===== src/aes_enc_pkg.sv =====
`timescale 1ns / 1ps
`default_nettype none
// ----------------------------------------------------------------------------
// AES encryption package
// Shared constants, the S-box table and GF(2^8) helpers for the AES pipeline.
// ----------------------------------------------------------------------------
package aes_enc_pkg;

  localparam int unsigned KEY_WORDS_DEF = 4;
  localparam int unsigned BLOCK_W       = 128;
  localparam int unsigned HALF_W        = 64;
  localparam int unsigned WORD_W        = 32;
  localparam int unsigned CFG_IDX_W     = 3;
  localparam int unsigned KEY_REGS      = 4;

  localparam logic [CFG_IDX_W-1:0] REG_KEY_0_7   = 3'd0;
  localparam logic [CFG_IDX_W-1:0] REG_KEY_8_15  = 3'd1;
  localparam logic [CFG_IDX_W-1:0] REG_KEY_16_23 = 3'd2;
  localparam logic [CFG_IDX_W-1:0] REG_KEY_24_31 = 3'd3;

  localparam logic [7:0] RCON_INIT = 8'h01;

  localparam logic [7:0] SBOX [256] = '{
    8'h63,8'h7c,8'h77,8'h7b,8'hf2,8'h6b,8'h6f,8'hc5,8'h30,8'h01,8'h67,8'h2b,8'hfe,8'hd7,8'hab,8'h76,
    8'hca,8'h82,8'hc9,8'h7d,8'hfa,8'h59,8'h47,8'hf0,8'had,8'hd4,8'ha2,8'haf,8'h9c,8'ha4,8'h72,8'hc0,
    8'hb7,8'hfd,8'h93,8'h26,8'h36,8'h3f,8'hf7,8'hcc,8'h34,8'ha5,8'he5,8'hf1,8'h71,8'hd8,8'h31,8'h15,
    8'h04,8'hc7,8'h23,8'hc3,8'h18,8'h96,8'h05,8'h9a,8'h07,8'h12,8'h80,8'he2,8'heb,8'h27,8'hb2,8'h75,
    8'h09,8'h83,8'h2c,8'h1a,8'h1b,8'h6e,8'h5a,8'ha0,8'h52,8'h3b,8'hd6,8'hb3,8'h29,8'he3,8'h2f,8'h84,
    8'h53,8'hd1,8'h00,8'hed,8'h20,8'hfc,8'hb1,8'h5b,8'h6a,8'hcb,8'hbe,8'h39,8'h4a,8'h4c,8'h58,8'hcf,
    8'hd0,8'hef,8'haa,8'hfb,8'h43,8'h4d,8'h33,8'h85,8'h45,8'hf9,8'h02,8'h7f,8'h50,8'h3c,8'h9f,8'ha8,
    8'h51,8'ha3,8'h40,8'h8f,8'h92,8'h9d,8'h38,8'hf5,8'hbc,8'hb6,8'hda,8'h21,8'h10,8'hff,8'hf3,8'hd2,
    8'hcd,8'h0c,8'h13,8'hec,8'h5f,8'h97,8'h44,8'h17,8'hc4,8'ha7,8'h7e,8'h3d,8'h64,8'h5d,8'h19,8'h73,
    8'h60,8'h81,8'h4f,8'hdc,8'h22,8'h2a,8'h90,8'h88,8'h46,8'hee,8'hb8,8'h14,8'hde,8'h5e,8'h0b,8'hdb,
    8'he0,8'h32,8'h3a,8'h0a,8'h49,8'h06,8'h24,8'h5c,8'hc2,8'hd3,8'hac,8'h62,8'h91,8'h95,8'he4,8'h79,
    8'he7,8'hc8,8'h37,8'h6d,8'h8d,8'hd5,8'h4e,8'ha9,8'h6c,8'h56,8'hf4,8'hea,8'h65,8'h7a,8'hae,8'h08,
    8'hba,8'h78,8'h25,8'h2e,8'h1c,8'ha6,8'hb4,8'hc6,8'he8,8'hdd,8'h74,8'h1f,8'h4b,8'hbd,8'h8b,8'h8a,
    8'h70,8'h3e,8'hb5,8'h66,8'h48,8'h03,8'hf6,8'h0e,8'h61,8'h35,8'h57,8'hb9,8'h86,8'hc1,8'h1d,8'h9e,
    8'he1,8'hf8,8'h98,8'h11,8'h69,8'hd9,8'h8e,8'h94,8'h9b,8'h1e,8'h87,8'he9,8'hce,8'h55,8'h28,8'hdf,
    8'h8c,8'ha1,8'h89,8'h0d,8'hbf,8'he6,8'h42,8'h68,8'h41,8'h99,8'h2d,8'h0f,8'hb0,8'h54,8'hbb,8'h16
  };

  function automatic logic [7:0] xtime(input logic [7:0] a);
    xtime = {a[6:0], 1'b0} ^ (a[7] ? 8'h1b : 8'h00);
  endfunction

  function automatic logic [WORD_W-1:0] sbox_subst(input logic [WORD_W-1:0] w);
    sbox_subst = {SBOX[w[31:24]], SBOX[w[23:16]], SBOX[w[15:8]], SBOX[w[7:0]]};
  endfunction

endpackage
`default_nettype wire


===== src/aes_enc_key_expand.sv =====
`timescale 1ns / 1ps
`default_nettype none
// ----------------------------------------------------------------------------
// AES key expansion
// Produces one round-key word per cycle while busy, from the key registers into
// a bank of round-key registers, restarting on every start request.
// ----------------------------------------------------------------------------
module aes_enc_key_expand #(
  parameter int unsigned KEY_WORDS = aes_enc_pkg::KEY_WORDS_DEF
) (
  input  wire logic                                    clk_i,
  input  wire logic                                    rst_ni,
  input  wire logic                                    start_i,
  input  wire logic [aes_enc_pkg::KEY_REGS-1:0][63:0]  key_i,
  output logic                                         busy_o,
  output logic [4*(KEY_WORDS+7)-1:0][31:0]             rk_o
);
  import aes_enc_pkg::*;

  localparam int unsigned DEPTH = 4 * (KEY_WORDS + 7);
  localparam int unsigned IDX_W = $clog2(DEPTH);
  localparam int unsigned MOD_W = $clog2(KEY_WORDS);

  logic                    busy_q, busy_d;
  logic [IDX_W-1:0]        idx_q, idx_d;
  logic [MOD_W-1:0]        mod_q, mod_d;
  logic [7:0]              rcon_q, rcon_d;
  logic [WORD_W-1:0]       win_q [KEY_WORDS];
  logic [WORD_W-1:0]       rk_q  [DEPTH];
  logic [WORD_W-1:0]       prev, temp, new_word;
  logic [63:0]             key_reg;
  logic                    seeding;

  assign seeding = 32'(idx_q) < KEY_WORDS;
  assign key_reg = key_i[idx_q[2:1]];
  assign prev    = win_q[KEY_WORDS-1];

  always_comb begin
    temp   = prev;
    rcon_d = rcon_q;
    if (!seeding && mod_q == '0) begin
      temp   = sbox_subst({prev[23:0], prev[31:24]}) ^ {rcon_q, 24'h0};
      rcon_d = xtime(rcon_q);
    end else if (!seeding && KEY_WORDS > 6 && 32'(mod_q) == 32'd4) begin
      temp = sbox_subst(prev);
    end
    if (seeding) begin
      new_word = idx_q[0] ? key_reg[31:0] : key_reg[63:32];
    end else begin
      new_word = win_q[0] ^ temp;
    end
  end

  always_comb begin
    busy_d = busy_q;
    idx_d  = idx_q;
    mod_d  = mod_q;
    if (start_i) begin
      busy_d = 1'b1;
      idx_d  = '0;
      mod_d  = '0;
    end else if (busy_q) begin
      idx_d  = idx_q + 1'b1;
      mod_d  = (32'(mod_q) == KEY_WORDS - 1) ? '0 : mod_q + 1'b1;
      if (32'(idx_q) == DEPTH - 1) begin
        busy_d = 1'b0;
      end
    end
  end

  always_ff @(posedge clk_i or negedge rst_ni) begin
    if (!rst_ni) begin
      busy_q <= 1'b1;
      idx_q  <= '0;
      mod_q  <= '0;
      rcon_q <= RCON_INIT;
    end else begin
      busy_q <= busy_d;
      idx_q  <= idx_d;
      mod_q  <= mod_d;
      if (start_i) begin
        rcon_q <= RCON_INIT;
      end else if (busy_q) begin
        rcon_q <= rcon_d;
      end
    end
  end

  always_ff @(posedge clk_i) begin
    if (busy_q && !start_i) begin
      rk_q[idx_q] <= new_word;
      for (int k = 0; k < KEY_WORDS - 1; k++) begin
        win_q[k] <= win_q[k+1];
      end
      win_q[KEY_WORDS-1] <= new_word;
    end
  end

  always_comb begin
    for (int k = 0; k < DEPTH; k++) begin
      rk_o[k] = rk_q[k];
    end
  end

  assign busy_o = busy_q;

endmodule
`default_nettype wire


===== config.mk =====
export PLATFORM = sky130hd
export DESIGN_NAME = aes_enc_key_expand
export DESIGN_NICKNAME = d
export VERILOG_FILES = /design/src/aes_enc_pkg.sv /design/src/aes_enc_key_expand.sv
export SDC_FILE = /design/constraint.sdc
export NUM_CORES = 2
export LEC_CHECK = 0
export ABC_AREA = 1
export CAP_MARGIN = 20
export CELL_PAD_IN_SITES_DETAIL_PLACEMENT = 1
export CELL_PAD_IN_SITES_GLOBAL_PLACEMENT = 2
export CORE_AREA = 5 5 649 651
export DETAILED_ROUTE_END_ITERATION = 8
export DIE_AREA = 0 0 654 656
export DONT_BUFFER_PORTS = 1
export PLACE_DENSITY = 0.4
export SLEW_MARGIN = 20
export SYNTH_ARGS = -nofsm -noshare
export SYNTH_HDL_FRONTEND = slang
export SYNTH_SLANG_ARGS = --single-unit

===== constraint.sdc =====
create_clock -name clk_i -period 9 [get_ports clk_i]
set_input_delay 0.9 -clock clk_i [delete_from_list [all_inputs] [get_ports clk_i]]
set_output_delay 0.9 -clock clk_i [all_outputs]
set_load 0.01 [all_outputs]

Word level (Yosys, flattened, before mapping). Memories as Yosys holds them, arrays and structs flattened. Index checks and enable logic that the tools add are counted. W data, S select, Z words.

Memory bits (read-only): 8192. Logic and storage cells: 62. RAM bits: 1536. Bits in registers: 17. Memories: 6. Output and inout port bits: 1409.

$lt $le $gt $ge: 6. Bitwise operators: 7. Multiplexer cells: 27. Add/subtract/negate cells: 2. Equality and inequality tests: 2. Reductions and logical operators: 8.

Memory list: (name not given) (depth 256, bits a word 8, read ports 1, clocked after memory_dff 0, write ports 0, RTL line aes_enc_pkg.sv:47) `sbox_subst = {SBOX[w[31:24]], SBOX[w[23:16]], SBOX[w[15:8]], SBOX[w[7:0]]};`; (name not given) (depth 256, bits a word 8, read ports 1, clocked after memory_dff 0, write ports 0, RTL line aes_enc_pkg.sv:47); (name not given) (depth 256, bits a word 8, read ports 1, clocked after memory_dff 0, write ports 0, RTL line aes_enc_pkg.sv:47); (name not given) (depth 256, bits a word 8, read ports 1, clocked after memory_dff 0, write ports 0, RTL line aes_enc_pkg.sv:47); rk_q (depth 44, bits a word 32, read ports 44, clocked after memory_dff 0, write ports 1, RTL line aes_enc_key_expand.sv:29) `logic [WORD_W-1:0] rk_q [DEPTH];`; win_q (depth 4, bits a word 32, read ports 4, clocked after memory_dff 0, write ports 4, RTL line aes_enc_key_expand.sv:28) `logic [WORD_W-1:0] win_q [KEY_WORDS];`.

Operators with widths (count): $bmux W64 S2 (1); $mux W32 (3); $mux W8 (11); $mux W64 (1); $xor A32 B32 Y32 (2); $ge A9 B9 Y1 const B (4); $not A8 Y9 (4); $mux W6 (2); $xor A8 B5 Y8 (1); $add A6 B1 Y6 const B (1); $eq A6 B6 Y1 const B (1); $lt A6 B3 Y1 const B (1); $mux W2 (3); $mux W1 (5); $mux W5 (1); $reduce_bool A2 Y1 (2); $lt A2 B3 Y1 const B (1); $add A2 B1 Y2 const B (1); $eq A2 B2 Y1 const B (1); $logic_and A1 B1 Y1 (2); $logic_not A1 Y1 (2); $logic_not A2 Y1 (1); $reduce_and A2 Y1 (1).

Logic depth before layout (Yosys ltp).
Word-level depth: 8. Depth in mapped cells: 20. Gate-level depth less buffers: 19.

Least setup slack after synthesis. OpenSTA, ideal clock, no wires.

Path type: in2reg. From: input port start_i. To: memory rk_q[0][0], enable pin. Setup time: 0.421 ns. Arrival: 9.065 ns. Data required time: 8.579 ns. Setup slack: -0.487 ns. Cell stages on the path: 6. Path through: clkbuf_1 nor2_1 inv_1 nor2_1 nand2_1 nor2_1.

Cells in the longest elaborated chain, start to end: 4.

RTL lines: start: declaration (RTL line aes_enc_key_expand.sv:13) `input wire logic start_i,`; $logic_not A1 Y1 (RTL line aes_enc_key_expand.sv:90) `if (busy_q && !start_i) begin`; $logic_and A1 B1 Y1 (RTL line aes_enc_key_expand.sv:90); $mux W1 (RTL line aes_enc_key_expand.sv:90); $mux W1 (not written as such) (RTL line aes_enc_key_expand.sv:91) `rk_q[idx_q] <= new_word;`; end: declaration (RTL line aes_enc_key_expand.sv:29).

No other way between the ends.

==> flow_summary.html <==
<table>
<tr><th>Metric</th><th>Value</th></tr>
<tr><th colspan="2">Synthesis</th></tr>
<tr><td>Synthesis Warnings</td><td>0</td></tr>
<tr><td>Syn Inst Count</td><td>between 4k and 5k</td></tr>
<tr><td>Sequential area share after synthesis</td><td>76.43%</td></tr>
<tr><td>Top post-synthesis cells by area</td><td>sky130_fd_sc_hd__edfxtp_1 (76%), sky130_fd_sc_hd__nand3_1 (6.8%), sky130_fd_sc_hd__nand2_1 (5.0%)</td></tr>
<tr><td>Number of flops mapped to enable cells by yosys</td><td>between 1.5k and 2k</td></tr>
<tr><td>Most area-hungry cell type in the Yosys netlist</td><td>sky130_fd_sc_hd__edfxtp_1</td></tr>
<tr><td>Dominant cell by count in the synthesized netlist</td><td>sky130_fd_sc_hd__edfxtp_1</td></tr>
<tr><td>Post-synthesis area per instance</td><td>13.53 sq um</td></tr>
<tr><td>Synth Net Count</td><td>approximately 4.8k</td></tr>
<tr><td>Number of distinct library cell variants in the gate-level netlist after synthesis</td><td>37</td></tr>
<tr><td>Post-synth top area share</td><td>75.73%</td></tr>
<tr><td>FFs w/ async S/R, synth</td><td>under 10%</td></tr>
<tr><td>Ys flop type</td><td>sky130_fd_sc_hd__edfxtp_1</td></tr>
<tr><td>#FFs+latches synth</td><td>~1.6k</td></tr>
<tr><td>Post-synthesis instance area</td><td>60910 sq um</td></tr>
<tr><td>Leading cell types by count after synthesis</td><td>sky130_fd_sc_hd__edfxtp_1 (1536), sky130_fd_sc_hd__nand3_1 (824), sky130_fd_sc_hd__nand2_1 (811), sky130_fd_sc_hd__nor2_1 (204), sky130_fd_sc_hd__o21ai_0 (175)</td></tr>
<tr><th colspan="2">Power</th></tr>
<tr><td>Clock power frac</td><td>between 30 and 40%</td></tr>
<tr><td>Peak supply drop</td><td>around 270 uV</td></tr>
<tr><td>Power spent charging and discharging nets</td><td>6500 uW</td></tr>
<tr><td>Power density relative to cell area</td><td>roughly 260 nW/um^2</td></tr>
<tr><td>Portion of total power attributed to sequential cells</td><td>about 44%</td></tr>
<tr><td>Switching part of the total</td><td>around 33%</td></tr>
<tr><td>Pint</td><td>between 10000 and 15000 uW</td></tr>
<tr><td>P_leak</td><td>0.02412 uW</td></tr>
<tr><td>Portion of total power attributed to combinational logic</td><td>between 20% and 30%</td></tr>
<tr><th colspan="2">Floorplan</th></tr>
<tr><td>Die outline height</td><td>between 600 and 700 um</td></tr>
<tr><td>Die ar.</td><td>about 430000 sq um</td></tr>
<tr><td>Die outline width</td><td>between 600 and 700 um</td></tr>
<tr><td>Number of primary I/O pins</td><td>1668</td></tr>
<tr><td>Number of placement rows</td><td>about 240</td></tr>
<tr><td>Starting Density</td><td>14.68%</td></tr>
<tr><td>Core area</td><td>roughly 410000 sq um</td></tr>
<tr><th colspan="2">Routing</th></tr>
<tr><td>Detail-routed net length per standard cell</td><td>between 30 and 40 um</td></tr>
<tr><td>Vias/cell</td><td>between 4 and 5</td></tr>
<tr><td>Total wire length after detailed routing</td><td>~370000 um</td></tr>
<tr><td>Total vias in the final route</td><td>42.22k</td></tr>
<tr><td>DRC violation count after routing</td><td>0</td></tr>
<tr><td>Final ANT Viol Nets</td><td>0</td></tr>
<tr><td>First-pass DRT Iterations</td><td>6</td></tr>
<tr><td>Number of DRC violations after detailed-routing iteration 0</td><td>~4.4k</td></tr>
<tr><th colspan="2">Cells and area</th></tr>
<tr><td>Layout cells sized above 1</td><td>a little over a tenth</td></tr>
<tr><td>Fillcell total</td><td>about 46k</td></tr>
<tr><td>Post-route insts no fill</td><td>between 10k and 15k</td></tr>
<tr><td>Growth of design area from synthesis to finish</td><td>21.98%</td></tr>
<tr><td>Final layout net count</td><td>between 4k and 5k</td></tr>
<tr><th colspan="2">Placed design</th></tr>
<tr><td>HPWL after DPL</td><td>approximately 260000 um</td></tr>
<tr><td>Number of cells after detailed placement</td><td>roughly 9.9k</td></tr>
<tr><td>Count of buffers from port buffering</td><td>0</td></tr>
<tr><td>Global placement routability congestion</td><td>0.8411</td></tr>
<tr><th colspan="2">Min path</th></tr>
<tr><td>Worst hold path type</td><td>in2reg</td></tr>
<tr><td>Number of stages on the worst hold path</td><td>1</td></tr>
<tr><td>Critical hold path startpoint</td><td>start_i</td></tr>
<tr><td>Hold Crit Endpoint</td><td>idx_q[4]$_DFFE_PN0P_</td></tr>
<tr><th colspan="2">Timing</th></tr>
<tr><td>Slew Viols, Final</td><td>0</td></tr>
<tr><td>Setup-violating endpoint count in the final report</td><td>0</td></tr>
<tr><td>FMAX</td><td>~180 MHz</td></tr>
<tr><td>Shortest period the worst path allows</td><td>approximately 5.5 ns</td></tr>
<tr><td>Worst-Margin Slew</td><td>between 1 and 1.5 ns</td></tr>
<tr><td>Final clock period utilization by the worst path</td><td>61.37%</td></tr>
<tr><td>Final clock skew</td><td>approximately 0.11 ns</td></tr>
<tr><td>Sum Neg Setup Slack</td><td>0 ns</td></tr>
<tr><td>Count of final hold-check violations</td><td>0</td></tr>
<tr><td>RSZ-0062 raised after global routing</td><td>false</td></tr>
<tr><td>Max-slew headroom at the worst pin</td><td>21.06%</td></tr>
<tr><th colspan="2">Worst setup path</th></tr>
<tr><td>Category of the worst setup path launch point</td><td>register</td></tr>
<tr><td>Cell occurring most often along the worst timing path</td><td>sky130_fd_sc_hd__nand3_1</td></tr>
<tr><td>Worst-path cell with the longest stage delay</td><td>sky130_fd_sc_hd__nand2_1</td></tr>
<tr><td>Data arrival time of the critical path</td><td>approximately 6.2 ns</td></tr>
<tr><td>Register-to-register setup slack</td><td>around 3.5 ns</td></tr>
<tr><td>Type of the worst setup path</td><td>reg2reg</td></tr>
<tr><td>CP peak stage delay</td><td>roughly 0.67 ns</td></tr>
<tr><td>Critical Path Sink Type</td><td>register</td></tr>
<tr><td>Cells on worst reg2reg path</td><td>15</td></tr>
<tr><td>Terminus of the critical flop-to-flop path</td><td>rk_q[24][29]$_DFFE_PP_</td></tr>
<tr><td>Sequence of cells on the critical path</td><td>inv_2 &gt; nand2_1 &gt; nand3_1 &gt; a21oi_1 &gt; o21ai_1 &gt; nand3_1 &gt; nand3_1 &gt; nand2_1 &gt; nand2_1 &gt; nand3_1 &gt; nand3_1 &gt; nand3_1 &gt; nand2_4 &gt; buf_4 &gt; buf_16</td></tr>
<tr><td>Worst reg2reg path startpoint</td><td>win_q[3][18]$_DFFE_PP_</td></tr>
<tr><td>Req. time, crit path</td><td>~9.6 ns</td></tr>
<tr><td>Largest fanout on the critical path</td><td>33</td></tr>
<tr><th colspan="2">Global route</th></tr>
<tr><td>Initial antenna violation count</td><td>54</td></tr>
<tr><td>First-pass GRT wire length</td><td>about 460000 um</td></tr>
<tr><td>All-Layer GR Usage</td><td>between 10% and 20%</td></tr>
<tr><td>Via count of the first global-routing pass</td><td>42.32k</td></tr>
<tr><td>Largest net degree at the start of global routing</td><td>~130</td></tr>
<tr><td>Overflow left after global routing</td><td>0</td></tr>
<tr><th colspan="2">CTS</th></tr>
<tr><td>Clock network latency to the later pin of the worst-skew pair</td><td>0.88 ns</td></tr>
<tr><td>Count of H-tree levels built during CTS</td><td>4</td></tr>
<tr><td>Clock transition time at the flip-flop clock pins of the worst setup and hold paths</td><td>0.07 ns</td></tr>
<tr><td>TritonCTS clock tree</td><td>done</td></tr>
<tr><td>Count of clock tree sinks</td><td>about 1.6k</td></tr>
<tr><td>CTS Root Cell</td><td>sky130_fd_sc_hd__clkbuf_16</td></tr>
<tr><td>Number of CTS-inserted buffers</td><td>180</td></tr>
<tr><td>Max Buffers Root-to-Sink</td><td>4</td></tr>
<tr><th colspan="2">Run</th></tr>
<tr><td>Max-capacitance violation count</td><td>0</td></tr>
<tr><th colspan="2">Outcome</th></tr>
<tr><td>Status</td><td>finished clean</td></tr>
</table>
## final cells by class
cell class,count,area (sq um),area share [%]
antenna,19,47.55,0.06400
clock buffer,215,4636,6.240
clock inverter,102,947.2,1.275
inverter,196,743.2,1.000
multi-input combinational,2531,13250,17.84
sequential,1553,46550,62.66
tap,5497,6878,9.258
timing repair buffer,146,1237,1.666
## stage by stage
step                utilization (%)  instance area [sq um]  worst slack (ns)  total power [uW]  hold slack (ns)
floorplan                         -                  60910             1.865             10390           0.4003
global placement              16.50                  68440             2.204             12860           0.4006
detailed placement            16.53                  68590             3.387             12800           0.4052
CTS                           17.89                  74200             3.349             20040          0.07689
global route                  17.90                  74250             3.307             20460          0.07157
finish                        17.91                  74290             3.477             19670           0.1328
## flip-flops by register name, summed over array words and instances, names as in the netlist
name	cells
busy_o	1
idx_q	6
rk_q	1408
rcon_q	8
win_q	128
mod_q	2
## kinds of logic after synthesis
| kind of cell | count (synthesis) | synth area share, % |
|---|---|---|
| buf+inv | 416 | 2.853 |
| simple gates | 1895 | 13.61 |
| compound gates | 574 | 5.826 |
| flops | 1553 | 76.43 |
| fa+ha+maj | 62 | 1.274 |
## critical path: cells and delay by family (launching register included)
kind	cells	cell delay, ns
flip-flops	1	0.42
AND/OR/NAND/NOR	10	2.96
AO/OA/AOI/OAI	2	0.34
buffers and inverters	3	1.30
## what timing repair did
item                                   4_1_cts  5_1_grt
setup buffers                                0        0
resized for setup                            0        0
hold buffers                                 2        0
endpoints found under the hold margin       17        0
## per-layer routing
metal  GRT usage [%]  vias up  share of wire [%]
li1                -    16950                  -
met1           19.38    22670                 39
met2           28.22     2195                 50
met3           3.269      408                6.5
met4           6.252        2                4.2
met5               0        -             0.0038
## worst max-delay path by stage
| stage | cells past startpoint | endpoint | start | slack [ns] |
|---|---|---|---|---|
| 6_report | 15 | rk_q[24][29]$_DFFE_PP_ | win_q[3][18]$_DFFE_PP_ | 3.48 |
| 2_1_floorplan | 6 | rk_q[0][0]$_DFFE_PP_ | start_i | 1.87 |
| 5_1_grt | 12 | rk_q[43][1]$_DFFE_PP_ | idx_q[4]$_DFFE_PN0P_ | 3.31 |
| 3_3_place_gp | 12 | rk_q[15][30]$_DFFE_PP_ | idx_q[3]$_DFFE_PN0P_ | 2.20 |
| 3_5_place_dp | 12 | rk_q[43][1]$_DFFE_PP_ | idx_q[3]$_DFFE_PN0P_ | 3.39 |
| 4_1_cts | 12 | rk_q[0][1]$_DFFE_PP_ | idx_q[3]$_DFFE_PN0P_ | 3.35 |
## power groups by stage
stage	Sequential, uW	Combinational, uW	Clock (uW)
final	8550	4010	7110
after global routing	8550	4250	7660
after CTS	8550	4120	7370
after detailed placement	8700	4100	0
after global placement	8710	4150	0
after floorplan	8680	1710	0
## placed cells by master, fill, tap and decap left out, types with 9 or more instances in the layout
| cell | count |
|---|---|
| sky130_fd_sc_hd__clkbuf_16 | 180 |
| sky130_fd_sc_hd__nor3_1 | 15 |
| sky130_fd_sc_hd__clkbuf_1 | 35 |
| sky130_fd_sc_hd__clkinv_2 | 22 |
| sky130_fd_sc_hd__o21ai_1 | 9 |
| sky130_fd_sc_hd__dfrtp_1 | 14 |
| sky130_fd_sc_hd__ha_1 | 62 |
| sky130_fd_sc_hd__nand4_1 | 11 |
| sky130_fd_sc_hd__a21oi_1 | 106 |
| sky130_fd_sc_hd__nor2_1 | 156 |
| sky130_fd_sc_hd__a22oi_1 | 129 |
| sky130_fd_sc_hd__diode_2 | 19 |
| sky130_fd_sc_hd__a31oi_1 | 17 |
| sky130_fd_sc_hd__inv_2 | 12 |
| sky130_fd_sc_hd__buf_4 | 135 |
| sky130_fd_sc_hd__inv_1 | 170 |
| sky130_fd_sc_hd__nand3b_1 | 20 |
| sky130_fd_sc_hd__clkinvlp_4 | 10 |
| sky130_fd_sc_hd__nor2_4 | 49 |
| sky130_fd_sc_hd__edfxtp_1 | 1536 |
| sky130_fd_sc_hd__nand2_1 | 778 |
| sky130_fd_sc_hd__o22ai_1 | 21 |
| sky130_fd_sc_hd__o21ai_0 | 175 |
| sky130_fd_sc_hd__bufinv_16 | 11 |
| sky130_fd_sc_hd__nand2_4 | 30 |
| sky130_fd_sc_hd__clkinv_1 | 50 |
| sky130_fd_sc_hd__nand3_1 | 822 |
| sky130_fd_sc_hd__o211ai_1 | 100 |
Note: power is estimated with default switching activity, not from simulation.
